`config.mk`:
```
export PLATFORM = sky130hd
export DESIGN_NAME = modbus_rtu_response_framer
export DESIGN_NICKNAME = d
export VERILOG_FILES = /design/src/rtl/core/mrf_pkg.sv /design/src/rtl/core/modbus_rtu_response_framer.sv /design/src/rtl/core/mrf_datapath.sv /design/src/rtl/core/mrf_ctrl.sv
export SDC_FILE = /design/constraint.sdc
export NUM_CORES = 1
export LEC_CHECK = 0
export ABC_AREA = 1
export BUFFER_PORTS_ARGS = -buffer_cell sky130_fd_sc_hd__buf_4
export CAP_MARGIN = 20
export CORE_MARGIN = 2
export CORE_UTILIZATION = 65
export CTS_CLUSTER_DIAMETER = 200
export DETAILED_ROUTE_END_ITERATION = 8
export PLACE_DENSITY = 0.82
export SLEW_MARGIN = 10
export SYNTH_ARGS = -nofsm -noshare
export SYNTH_HDL_FRONTEND = slang
export SYNTH_SLANG_ARGS = --single-unit
```
`constraint.sdc`:
```
create_clock -name i_clk -period 8.6 [get_ports i_clk]
set_clock_uncertainty 0.1 [all_clocks]
set_input_delay 1.72 -clock i_clk [delete_from_list [all_inputs] [get_ports i_clk]]
set_output_delay 1.72 -clock i_clk [all_outputs]
set_load 0.1 [all_outputs]
```
`src/rtl/core/mrf_pkg.sv`:
```
// ----------------------------------------------------------------------------
// mrf_pkg
// Shared constants, types and the CRC-16 step of the response framer.
// ----------------------------------------------------------------------------
package mrf_pkg;

    localparam int MAX_REGS    = 32;
    localparam int STORE_DEPTH = 2 * MAX_REGS + 8;
    localparam int BANK_DEPTH  = STORE_DEPTH / 2;
    localparam int BANK_AW     = $clog2(BANK_DEPTH);
    localparam int CNT_W       = $clog2(STORE_DEPTH);
    localparam int WORD_W      = $clog2(MAX_REGS + 1);

    localparam logic [15:0] CRC_INIT = 16'hFFFF;
    localparam logic [15:0] CRC_POLY = 16'hA001;

    localparam logic [2:0] KIND_READ   = 3'd0;
    localparam logic [2:0] KIND_ECHO   = 3'd1;
    localparam logic [2:0] KIND_BADFN  = 3'd2;
    localparam logic [2:0] KIND_CRCERR = 3'd3;
    localparam logic [2:0] KIND_LENERR = 3'd4;

    localparam logic CFG_READ_CODE  = 1'b0;
    localparam logic CFG_WRITE_CODE = 1'b1;

    typedef struct packed {
        logic       take_byte;
        logic       restart;
        logic       word_clr;
        logic       rd_issue;
        logic       word_inc;
        logic       load;
        logic [2:0] kind;
    } t_dp_cmd;

    typedef struct packed {
        logic len_err;
        logic complete;
        logic crc_ok;
        logic is_write;
        logic is_read;
        logic no_words;
        logic last_word;
        logic out_free;
    } t_dp_stat;

    function automatic logic [15:0] crc_update(input logic [15:0] crc, input logic [7:0] b);
        logic [15:0] c;
        c = crc ^ {8'h00, b};
        for (int k = 0; k < 8; k++) begin
            if (c[0]) begin
                c = (c >> 1) ^ CRC_POLY;
            end else begin
                c = c >> 1;
            end
        end
        return c;
    endfunction

endpackage

```
`src/rtl/core/modbus_rtu_response_framer.sv`:
```
// A received byte is transferred in the idle state and judged in the judge state,
// which waits while the output register is full; a clear is taken in idle alone.
// A single result is loaded from the judge state once the output register is free;
// each word of a read response passes the request state, then the output state,
// as the two banks are read through registers. Reset is synchronous, active low;
// it resets control state and function codes; the store needs no clearing pass.
// ----------------------------------------------------------------------------
// modbus_rtu_response_framer
// Collects one response frame byte by byte, checks its CRC-16 and length, and
// emits register values, a write echo or an error result.
// ----------------------------------------------------------------------------
module modbus_rtu_response_framer (
    input  logic        i_clk,
    input  logic        i_rst_n,
    input  logic        i_in_valid,
    output logic        o_in_ready,
    input  logic        i_operation,
    input  logic [7:0]  i_rx_byte,
    output logic        o_out_valid,
    input  logic        i_out_ready,
    output logic [2:0]  o_kind,
    output logic [15:0] o_reg_addr,
    output logic [15:0] o_value,
    output logic        o_last,
    input  logic        i_cfg_we,
    input  logic        i_cfg_index,
    input  logic [7:0]  i_cfg_data
);
    import mrf_pkg::*;

    t_dp_cmd  cmd;
    t_dp_stat stat;

    mrf_ctrl u_ctrl (
        .i_clk       (i_clk),
        .i_rst_n     (i_rst_n),
        .i_in_valid  (i_in_valid),
        .i_operation (i_operation),
        .o_in_ready  (o_in_ready),
        .i_stat      (stat),
        .o_cmd       (cmd)
    );

    mrf_datapath u_datapath (
        .i_clk       (i_clk),
        .i_rst_n     (i_rst_n),
        .i_cmd       (cmd),
        .i_rx_byte   (i_rx_byte),
        .i_cfg_we    (i_cfg_we),
        .i_cfg_index (i_cfg_index),
        .i_cfg_data  (i_cfg_data),
        .i_out_ready (i_out_ready),
        .o_stat      (stat),
        .o_out_valid (o_out_valid),
        .o_kind      (o_kind),
        .o_reg_addr  (o_reg_addr),
        .o_value     (o_value),
        .o_last      (o_last)
    );

endmodule

```
`src/rtl/core/mrf_datapath.sv`:
```
// ----------------------------------------------------------------------------
// mrf_datapath
// Frame store in two byte banks, running CRC, header capture, configuration
// registers, word walk counter and the output register.
// ----------------------------------------------------------------------------
module mrf_datapath (
    input  logic             i_clk,
    input  logic             i_rst_n,
    input  mrf_pkg::t_dp_cmd i_cmd,
    input  logic [7:0]       i_rx_byte,
    input  logic             i_cfg_we,
    input  logic             i_cfg_index,
    input  logic [7:0]       i_cfg_data,
    input  logic             i_out_ready,
    output mrf_pkg::t_dp_stat o_stat,
    output logic             o_out_valid,
    output logic [2:0]       o_kind,
    output logic [15:0]      o_reg_addr,
    output logic [15:0]      o_value,
    output logic             o_last
);
    import mrf_pkg::*;

    logic [7:0]         r_even_bank [BANK_DEPTH];
    logic [7:0]         r_odd_bank  [BANK_DEPTH];
    logic [CNT_W-1:0]   r_count, n_count;
    logic [15:0]        r_crc, n_crc;
    logic [7:0]         r_code, r_cnt, r_b3, r_b4, r_b5;
    logic [7:0]         r_read_code, r_write_code;
    logic [WORD_W-1:0]  r_word, n_word;
    logic [7:0]         r_hi, r_lo;
    logic               r_out_valid, n_out_valid;
    logic [2:0]         r_kind;
    logic [15:0]        r_reg_addr, r_value;
    logic               r_last;

    logic [BANK_AW-1:0] wr_idx;
    logic [BANK_AW-1:0] hi_idx, lo_idx;
    logic [8:0]         exp_len;
    logic [6:0]         words;
    logic               is_write, is_read;

    assign wr_idx   = BANK_AW'(r_count >> 1);
    assign hi_idx   = BANK_AW'(r_word) + BANK_AW'(1);
    assign lo_idx   = BANK_AW'(r_word) + BANK_AW'(2);
    assign is_write = (r_code == r_write_code);
    assign is_read  = !is_write && (r_code == r_read_code);
    assign words    = r_cnt[7:1];

    always_comb begin
        if (is_write) begin
            exp_len = 9'd8;
        end else if (is_read) begin
            exp_len = 9'd5 + {1'b0, r_cnt};
        end else begin
            exp_len = 9'd6;
        end
    end

    always_comb begin
        o_stat.is_write  = is_write;
        o_stat.is_read   = is_read;
        o_stat.crc_ok    = (r_crc == 16'h0000);
        o_stat.complete  = (r_count >= CNT_W'(6)) && (9'(r_count) == exp_len);
        o_stat.len_err   = (r_count == CNT_W'(6)) && is_read &&
                           ((r_cnt == 8'd0) || (9'(r_cnt) > 9'(2 * MAX_REGS)));
        o_stat.no_words  = (words == 7'd0);
        o_stat.last_word = ((8'(r_word) + 8'd1) == 8'(words));
        o_stat.out_free  = !r_out_valid || i_out_ready;
    end

    always_comb begin
        n_count = r_count;
        n_crc   = r_crc;
        if (i_cmd.restart) begin
            n_count = '0;
            n_crc   = CRC_INIT;
        end else if (i_cmd.take_byte) begin
            n_count = r_count + CNT_W'(1);
            n_crc   = crc_update(r_crc, i_rx_byte);
        end
        n_word = r_word;
        if (i_cmd.word_clr) begin
            n_word = '0;
        end else if (i_cmd.word_inc) begin
            n_word = r_word + WORD_W'(1);
        end
        n_out_valid = r_out_valid;
        if (i_cmd.load) begin
            n_out_valid = 1'b1;
        end else if (i_out_ready) begin
            n_out_valid = 1'b0;
        end
    end

    always_ff @(posedge i_clk) begin
        if (!i_rst_n) begin
            r_count      <= '0;
            r_crc        <= CRC_INIT;
            r_word       <= '0;
            r_out_valid  <= 1'b0;
            r_read_code  <= 8'd3;
            r_write_code <= 8'd6;
        end else begin
            r_count     <= n_count;
            r_crc       <= n_crc;
            r_word      <= n_word;
            r_out_valid <= n_out_valid;
            if (i_cfg_we) begin
                case (i_cfg_index)
                    CFG_READ_CODE:  r_read_code  <= i_cfg_data;
                    CFG_WRITE_CODE: r_write_code <= i_cfg_data;
                    default:        r_read_code  <= r_read_code;
                endcase
            end
        end
    end

    always_ff @(posedge i_clk) begin
        if (i_cmd.take_byte) begin
            if (r_count[0]) begin
                r_odd_bank[wr_idx] <= i_rx_byte;
            end else begin
                r_even_bank[wr_idx] <= i_rx_byte;
            end
            case (r_count)
                CNT_W'(1): r_code <= i_rx_byte;
                CNT_W'(2): r_cnt  <= i_rx_byte;
                CNT_W'(3): r_b3   <= i_rx_byte;
                CNT_W'(4): r_b4   <= i_rx_byte;
                CNT_W'(5): r_b5   <= i_rx_byte;
                default:   r_b5   <= r_b5;
            endcase
        end
        if (i_cmd.rd_issue) begin
            r_hi <= r_odd_bank[hi_idx];
            r_lo <= r_even_bank[lo_idx];
        end
    end

    always_ff @(posedge i_clk) begin
        if (i_cmd.load) begin
            r_kind <= i_cmd.kind;
            case (i_cmd.kind)
                KIND_READ: begin
                    r_reg_addr <= 16'h0000;
                    r_value    <= {r_hi, r_lo};
                    r_last     <= o_stat.last_word;
                end
                KIND_ECHO: begin
                    r_reg_addr <= {r_cnt, r_b3};
                    r_value    <= {r_b4, r_b5};
                    r_last     <= 1'b1;
                end
                default: begin
                    r_reg_addr <= 16'h0000;
                    r_value    <= 16'h0000;
                    r_last     <= 1'b1;
                end
            endcase
        end
    end

    assign o_out_valid = r_out_valid;
    assign o_kind      = r_kind;
    assign o_reg_addr  = r_reg_addr;
    assign o_value     = r_value;
    assign o_last      = r_last;

endmodule

```
`src/rtl/core/mrf_ctrl.sv`:
```
// ----------------------------------------------------------------------------
// mrf_ctrl
// Controller: takes bytes, judges the frame and walks the stored words.
// ----------------------------------------------------------------------------
module mrf_ctrl (
    input  logic              i_clk,
    input  logic              i_rst_n,
    input  logic              i_in_valid,
    input  logic              i_operation,
    output logic              o_in_ready,
    input  mrf_pkg::t_dp_stat i_stat,
    output mrf_pkg::t_dp_cmd  o_cmd
);
    import mrf_pkg::*;

    typedef enum logic [3:0] {
        S_IDLE  = 4'b0001,
        S_JUDGE = 4'b0010,
        S_RDREQ = 4'b0100,
        S_RDOUT = 4'b1000
    } t_state;

    t_state r_state, n_state;

    always_comb begin
        n_state    = r_state;
        o_cmd      = '0;
        o_cmd.kind = KIND_READ;
        o_in_ready = 1'b0;
        case (r_state)
            S_IDLE: begin
                o_in_ready = 1'b1;
                if (i_in_valid) begin
                    if (i_operation) begin
                        o_cmd.restart = 1'b1;
                    end else begin
                        o_cmd.take_byte = 1'b1;
                        n_state         = S_JUDGE;
                    end
                end
            end
            S_JUDGE: begin
                if (i_stat.len_err) begin
                    if (i_stat.out_free) begin
                        o_cmd.load    = 1'b1;
                        o_cmd.kind    = KIND_LENERR;
                        o_cmd.restart = 1'b1;
                        n_state       = S_IDLE;
                    end
                end else if (i_stat.complete) begin
                    if (i_stat.crc_ok && i_stat.is_read && !i_stat.is_write) begin
                        if (i_stat.no_words) begin
                            o_cmd.restart = 1'b1;
                            n_state       = S_IDLE;
                        end else begin
                            o_cmd.word_clr = 1'b1;
                            n_state        = S_RDREQ;
                        end
                    end else if (i_stat.out_free) begin
                        o_cmd.load    = 1'b1;
                        o_cmd.restart = 1'b1;
                        n_state       = S_IDLE;
                        if (!i_stat.crc_ok) begin
                            o_cmd.kind = KIND_CRCERR;
                        end else if (i_stat.is_write) begin
                            o_cmd.kind = KIND_ECHO;
                        end else begin
                            o_cmd.kind = KIND_BADFN;
                        end
                    end
                end else begin
                    n_state = S_IDLE;
                end
            end
            S_RDREQ: begin
                o_cmd.rd_issue = 1'b1;
                n_state        = S_RDOUT;
            end
            S_RDOUT: begin
                if (i_stat.out_free) begin
                    o_cmd.load     = 1'b1;
                    o_cmd.kind     = KIND_READ;
                    o_cmd.word_inc = 1'b1;
                    if (i_stat.last_word) begin
                        o_cmd.restart = 1'b1;
                        n_state       = S_IDLE;
                    end else begin
                        n_state = S_RDREQ;
                    end
                end
            end
            default: begin
                n_state = S_IDLE;
            end
        endcase
    end

    always_ff @(posedge i_clk) begin
        if (!i_rst_n) begin
            r_state <= S_IDLE;
        end else begin
            r_state <= n_state;
        end
    end

endmodule
```
==> results.cfg <==
[run_status]
status = finished, final reports clean

[logic_synthesis]
synthesis.instances = 2371
synth_edf_count = 668
synth_top_area_share_pct = 67.7
synth-seq-cells = 718
synth_ff_type = edfxtp_1
post_synth.cell_area_avg_um2 = 12.5
synth_fp_nets = 2402
synth.distinct_cells = 43
synthesis.area_um2 = 29600
yosysSeqAreaShare_pct = 71.0
synth.area.top_cells = edfxtp_1 (68%), nor2_1 (5.2%), o21ai_0 (4.5%)
yosysWarningCount = 0
synth_largest_area_cell = edfxtp_1
async_flop_share_pct = 0

[clock_tree]
ctsHtreeMaxLevel = 3
root_buffer = clkbuf_16
cts_tree = built
clock-sinks = 718
clk_pin_slew_ps = 60
postCtsHoldBufs = 0
insertion_delay_ps = 590
clk_path_buf_depth = 3
postCtsSetupBuffers = 0
numCtsBuffers = 68
cts-resized-gates = 0

[detailed_routing]
route.detailed.drc = 0
drt_wl_total_um = 73100
wl_per_cell_um = 24.0
drt_iter0_drc = 3522
ant_nets = 0
vias = 20000
firstDrtPassIters = 8
viasPerCell = 6.58

[power_and_ir_drop]
pwr-share-clk_pct = 36.6
power.total_mw = 8.18
internal_power_mw = 5.97
p_switching_mw = 2.21
seq_power_share_pct = 48.2
p_sw_share_pct = 27.1
p_comb_share_pct = 15.2
p_leak_nw = 10.9
p_per_area_nw_per_um2 = 250
vdd_drop_max_mv = 0.264

[sta]
slew_headroom_pct = 28.1
finalCriticalPeriod_ps = 4330
setup_tns_ps = 0
fmax_mhz = 231
timing.final.crit_share_pct = 50.3
worst_pin_slew_ps = 1070
hold_viol_final = 0
setup_viol = 0
drv_slew = 0
rsz0062_at_grt = false

[worst_setup_path]
worstPathMaxFanout = 20
cp-start-kind = input pin
critical_path_class = in -> reg
worstPathArrival_ps = 4440
cp_data_required_time_ps = 8710
endpoint_kind = register

[global_route]
grt.met1_usage_pct = 43.3
grt_max_degree = 241
met3_usage_pct = 7.34
first_global_vias = 19100
track_usage_pct = 31.1
met2_usage_pct = 47.8
grt_antenna_before_repair = 0
grt_busiest_layer = met2
overflow = 0
grt_pass1_wl_um = 111000

[worst_hold_path]
hold_path_class = reg -> reg

[layout]
fill_cells = 2718
nets = 2426
multi_input_area_um2 = 7560
seqCellArea_um2 = 21100
diodes = 0
drive_gt1_share_pct = 9.82
area_growth_pct = 10.4

[floorplan]
fp-row-count = 78
die-area_um2 = 47300
design.core.area_um2 = 45200
dieWidth_um = 218
initial_core_util_pct = 65.6
dieHeight_um = 218
pin_count = 61

[place]
numPortBuffers = 60
gp_congestion = 0.941
dp_hpwl_um = 44000

[job]
maxCapViolCount = 0
-- per-layer routing --
| layer | wire length (um) | vias to the layer above |
|---|---|---|
| met2 | 33600 | 1522 |
| met3 | 9190 | 204 |
| met1 | 27400 | 9549 |
| li1 | - | 8746 |
| met5 | 0 | - |
| met4 | 2900 | 0 |
-- synth_stat cells (20+ instances only) --
cell type and count:
clkbuf_1 99, xnor2_1 20, nand2_1 169, nor3_1 26, a21oi_1 21, dfxtp_1 50
nand4_1 57, mux2i_1 61, edfxtp_1 668, o211ai_1 39, o22ai_1 34, o21ai_0 269
nor2_1 411, o221ai_1 86, nand3_1 95, buf_2 23, inv_1 117
-- kinds of logic after synthesis --
kind of cell / Yosys count / synth area share [%]
simple gates: 802 / 11.9
flops: 718 / 71.0
compound gates: 479 / 9.94
buf+inv: 265 / 3.58
mux: 61 / 2.06
xor+xnor: 38 / 1.15
fa+ha+maj: 8 / 0.338
-- state kept, by name (all words and copies together), names as in the netlist, 8 cells and up --
name / count
u_datapath.r_b5: 8
u_datapath.r_odd_bank: 288
u_datapath.r_crc: 16
u_datapath.r_b4: 8
u_datapath.r_b3: 8
u_datapath.r_code: 8
u_datapath.r_read_code: 8
u_datapath.r_lo: 8
u_datapath.r_cnt: 8
u_datapath.o_reg_addr: 16
u_datapath.r_hi: 8
u_datapath.r_even_bank: 288
u_datapath.o_value: 16
u_datapath.r_write_code: 8
-- path summary, 6_finish.rpt --
path	from	endpoint	slack [ps]	cells past startpoint
worst max-delay path	i_operation	u_datapath.r_even_bank[4][5]$_DFFE_PP_	4270	7
worst min-delay path	u_datapath.r_read_code[2]$_SDFFE_PN0P_	u_datapath.r_read_code[2]$_SDFFE_PN0P_	370	2
worst max register to register	u_datapath.r_word[0]$_SDFFE_PP0P_	u_datapath.r_hi[4]$_DFFE_PP_	4320	10
worst min register to register	u_datapath.r_read_code[2]$_SDFFE_PN0P_	u_datapath.r_read_code[2]$_SDFFE_PN0P_	370	2
-- worst max-delay path, cell delays in order --
cell and delay, ps:
buf_4 120, nor3_2 220, buf_4 300, inv_2 180, nor2_1 650, inv_1 340, nor3_1 890
-- power groups by stage --
stage | combinational, mW | clock [mW] | sequential, mW
2_1_floorplan | 0.745 | 0 | 4.07
3_3_place_gp | 1.16 | 0 | 4.01
3_5_place_dp | 1.19 | 0 | 4.01
4_1_cts | 1.20 | 3.01 | 3.94
5_1_grt | 1.32 | 3.15 | 3.94
6_report | 1.24 | 3.00 | 3.94
-- cell usage in the layout (no fill, tap or decap), drive strengths merged --
cell type / n
a21o: 1
a21oi: 23
a22oi: 1
a31oi: 8
buf: 88
bufinv: 8
clkbuf: 83
clkinv: 28
clkinvlp: 3
dfxtp: 50
edfxtp: 668
ha: 8
inv: 128
mux2i: 61
nand2: 176
nand3: 98
nand3b: 1
nand4: 57
nor2: 432
nor3: 29
nor3b: 1
nor4: 6
o211ai: 39
o21ai: 270
o221ai: 86
o22ai: 34
o32ai: 17
or2: 2
xnor2: 20
xor2: 18
-- per-stage QoR --
| stage | hold slack, ps | worst slack (ps) | util (%) | cell area (um2) | std cells |
|---|---|---|---|---|---|
| final | 375 | 4270 | 72.5 | 32700 | 3044 |
| after CTS | 375 | 4390 | 72.4 | 32700 | 3038 |
| after global placement | 359 | 3880 | 67.5 | 30500 | 2917 |
| after global routing | 407 | 4050 | 72.5 | 32700 | 3044 |
| after floorplan | 344 | 4460 | - | 29600 | 2371 |
| after detailed placement | 365 | 3800 | 67.5 | 30500 | 2919 |
-- area by class of cell --
cell class / count / area share (%)
clock buffers: 82 / 5.55
inverters: 130 / 1.51
flip-flops and latches: 718 / 64.3
multi-input cells: 1388 / 23.1
repair buffers: 89 / 2.06
clock inverters: 37 / 1.17
well taps: 600 / 2.29
Note: power is estimated with default switching activity, not from simulation.
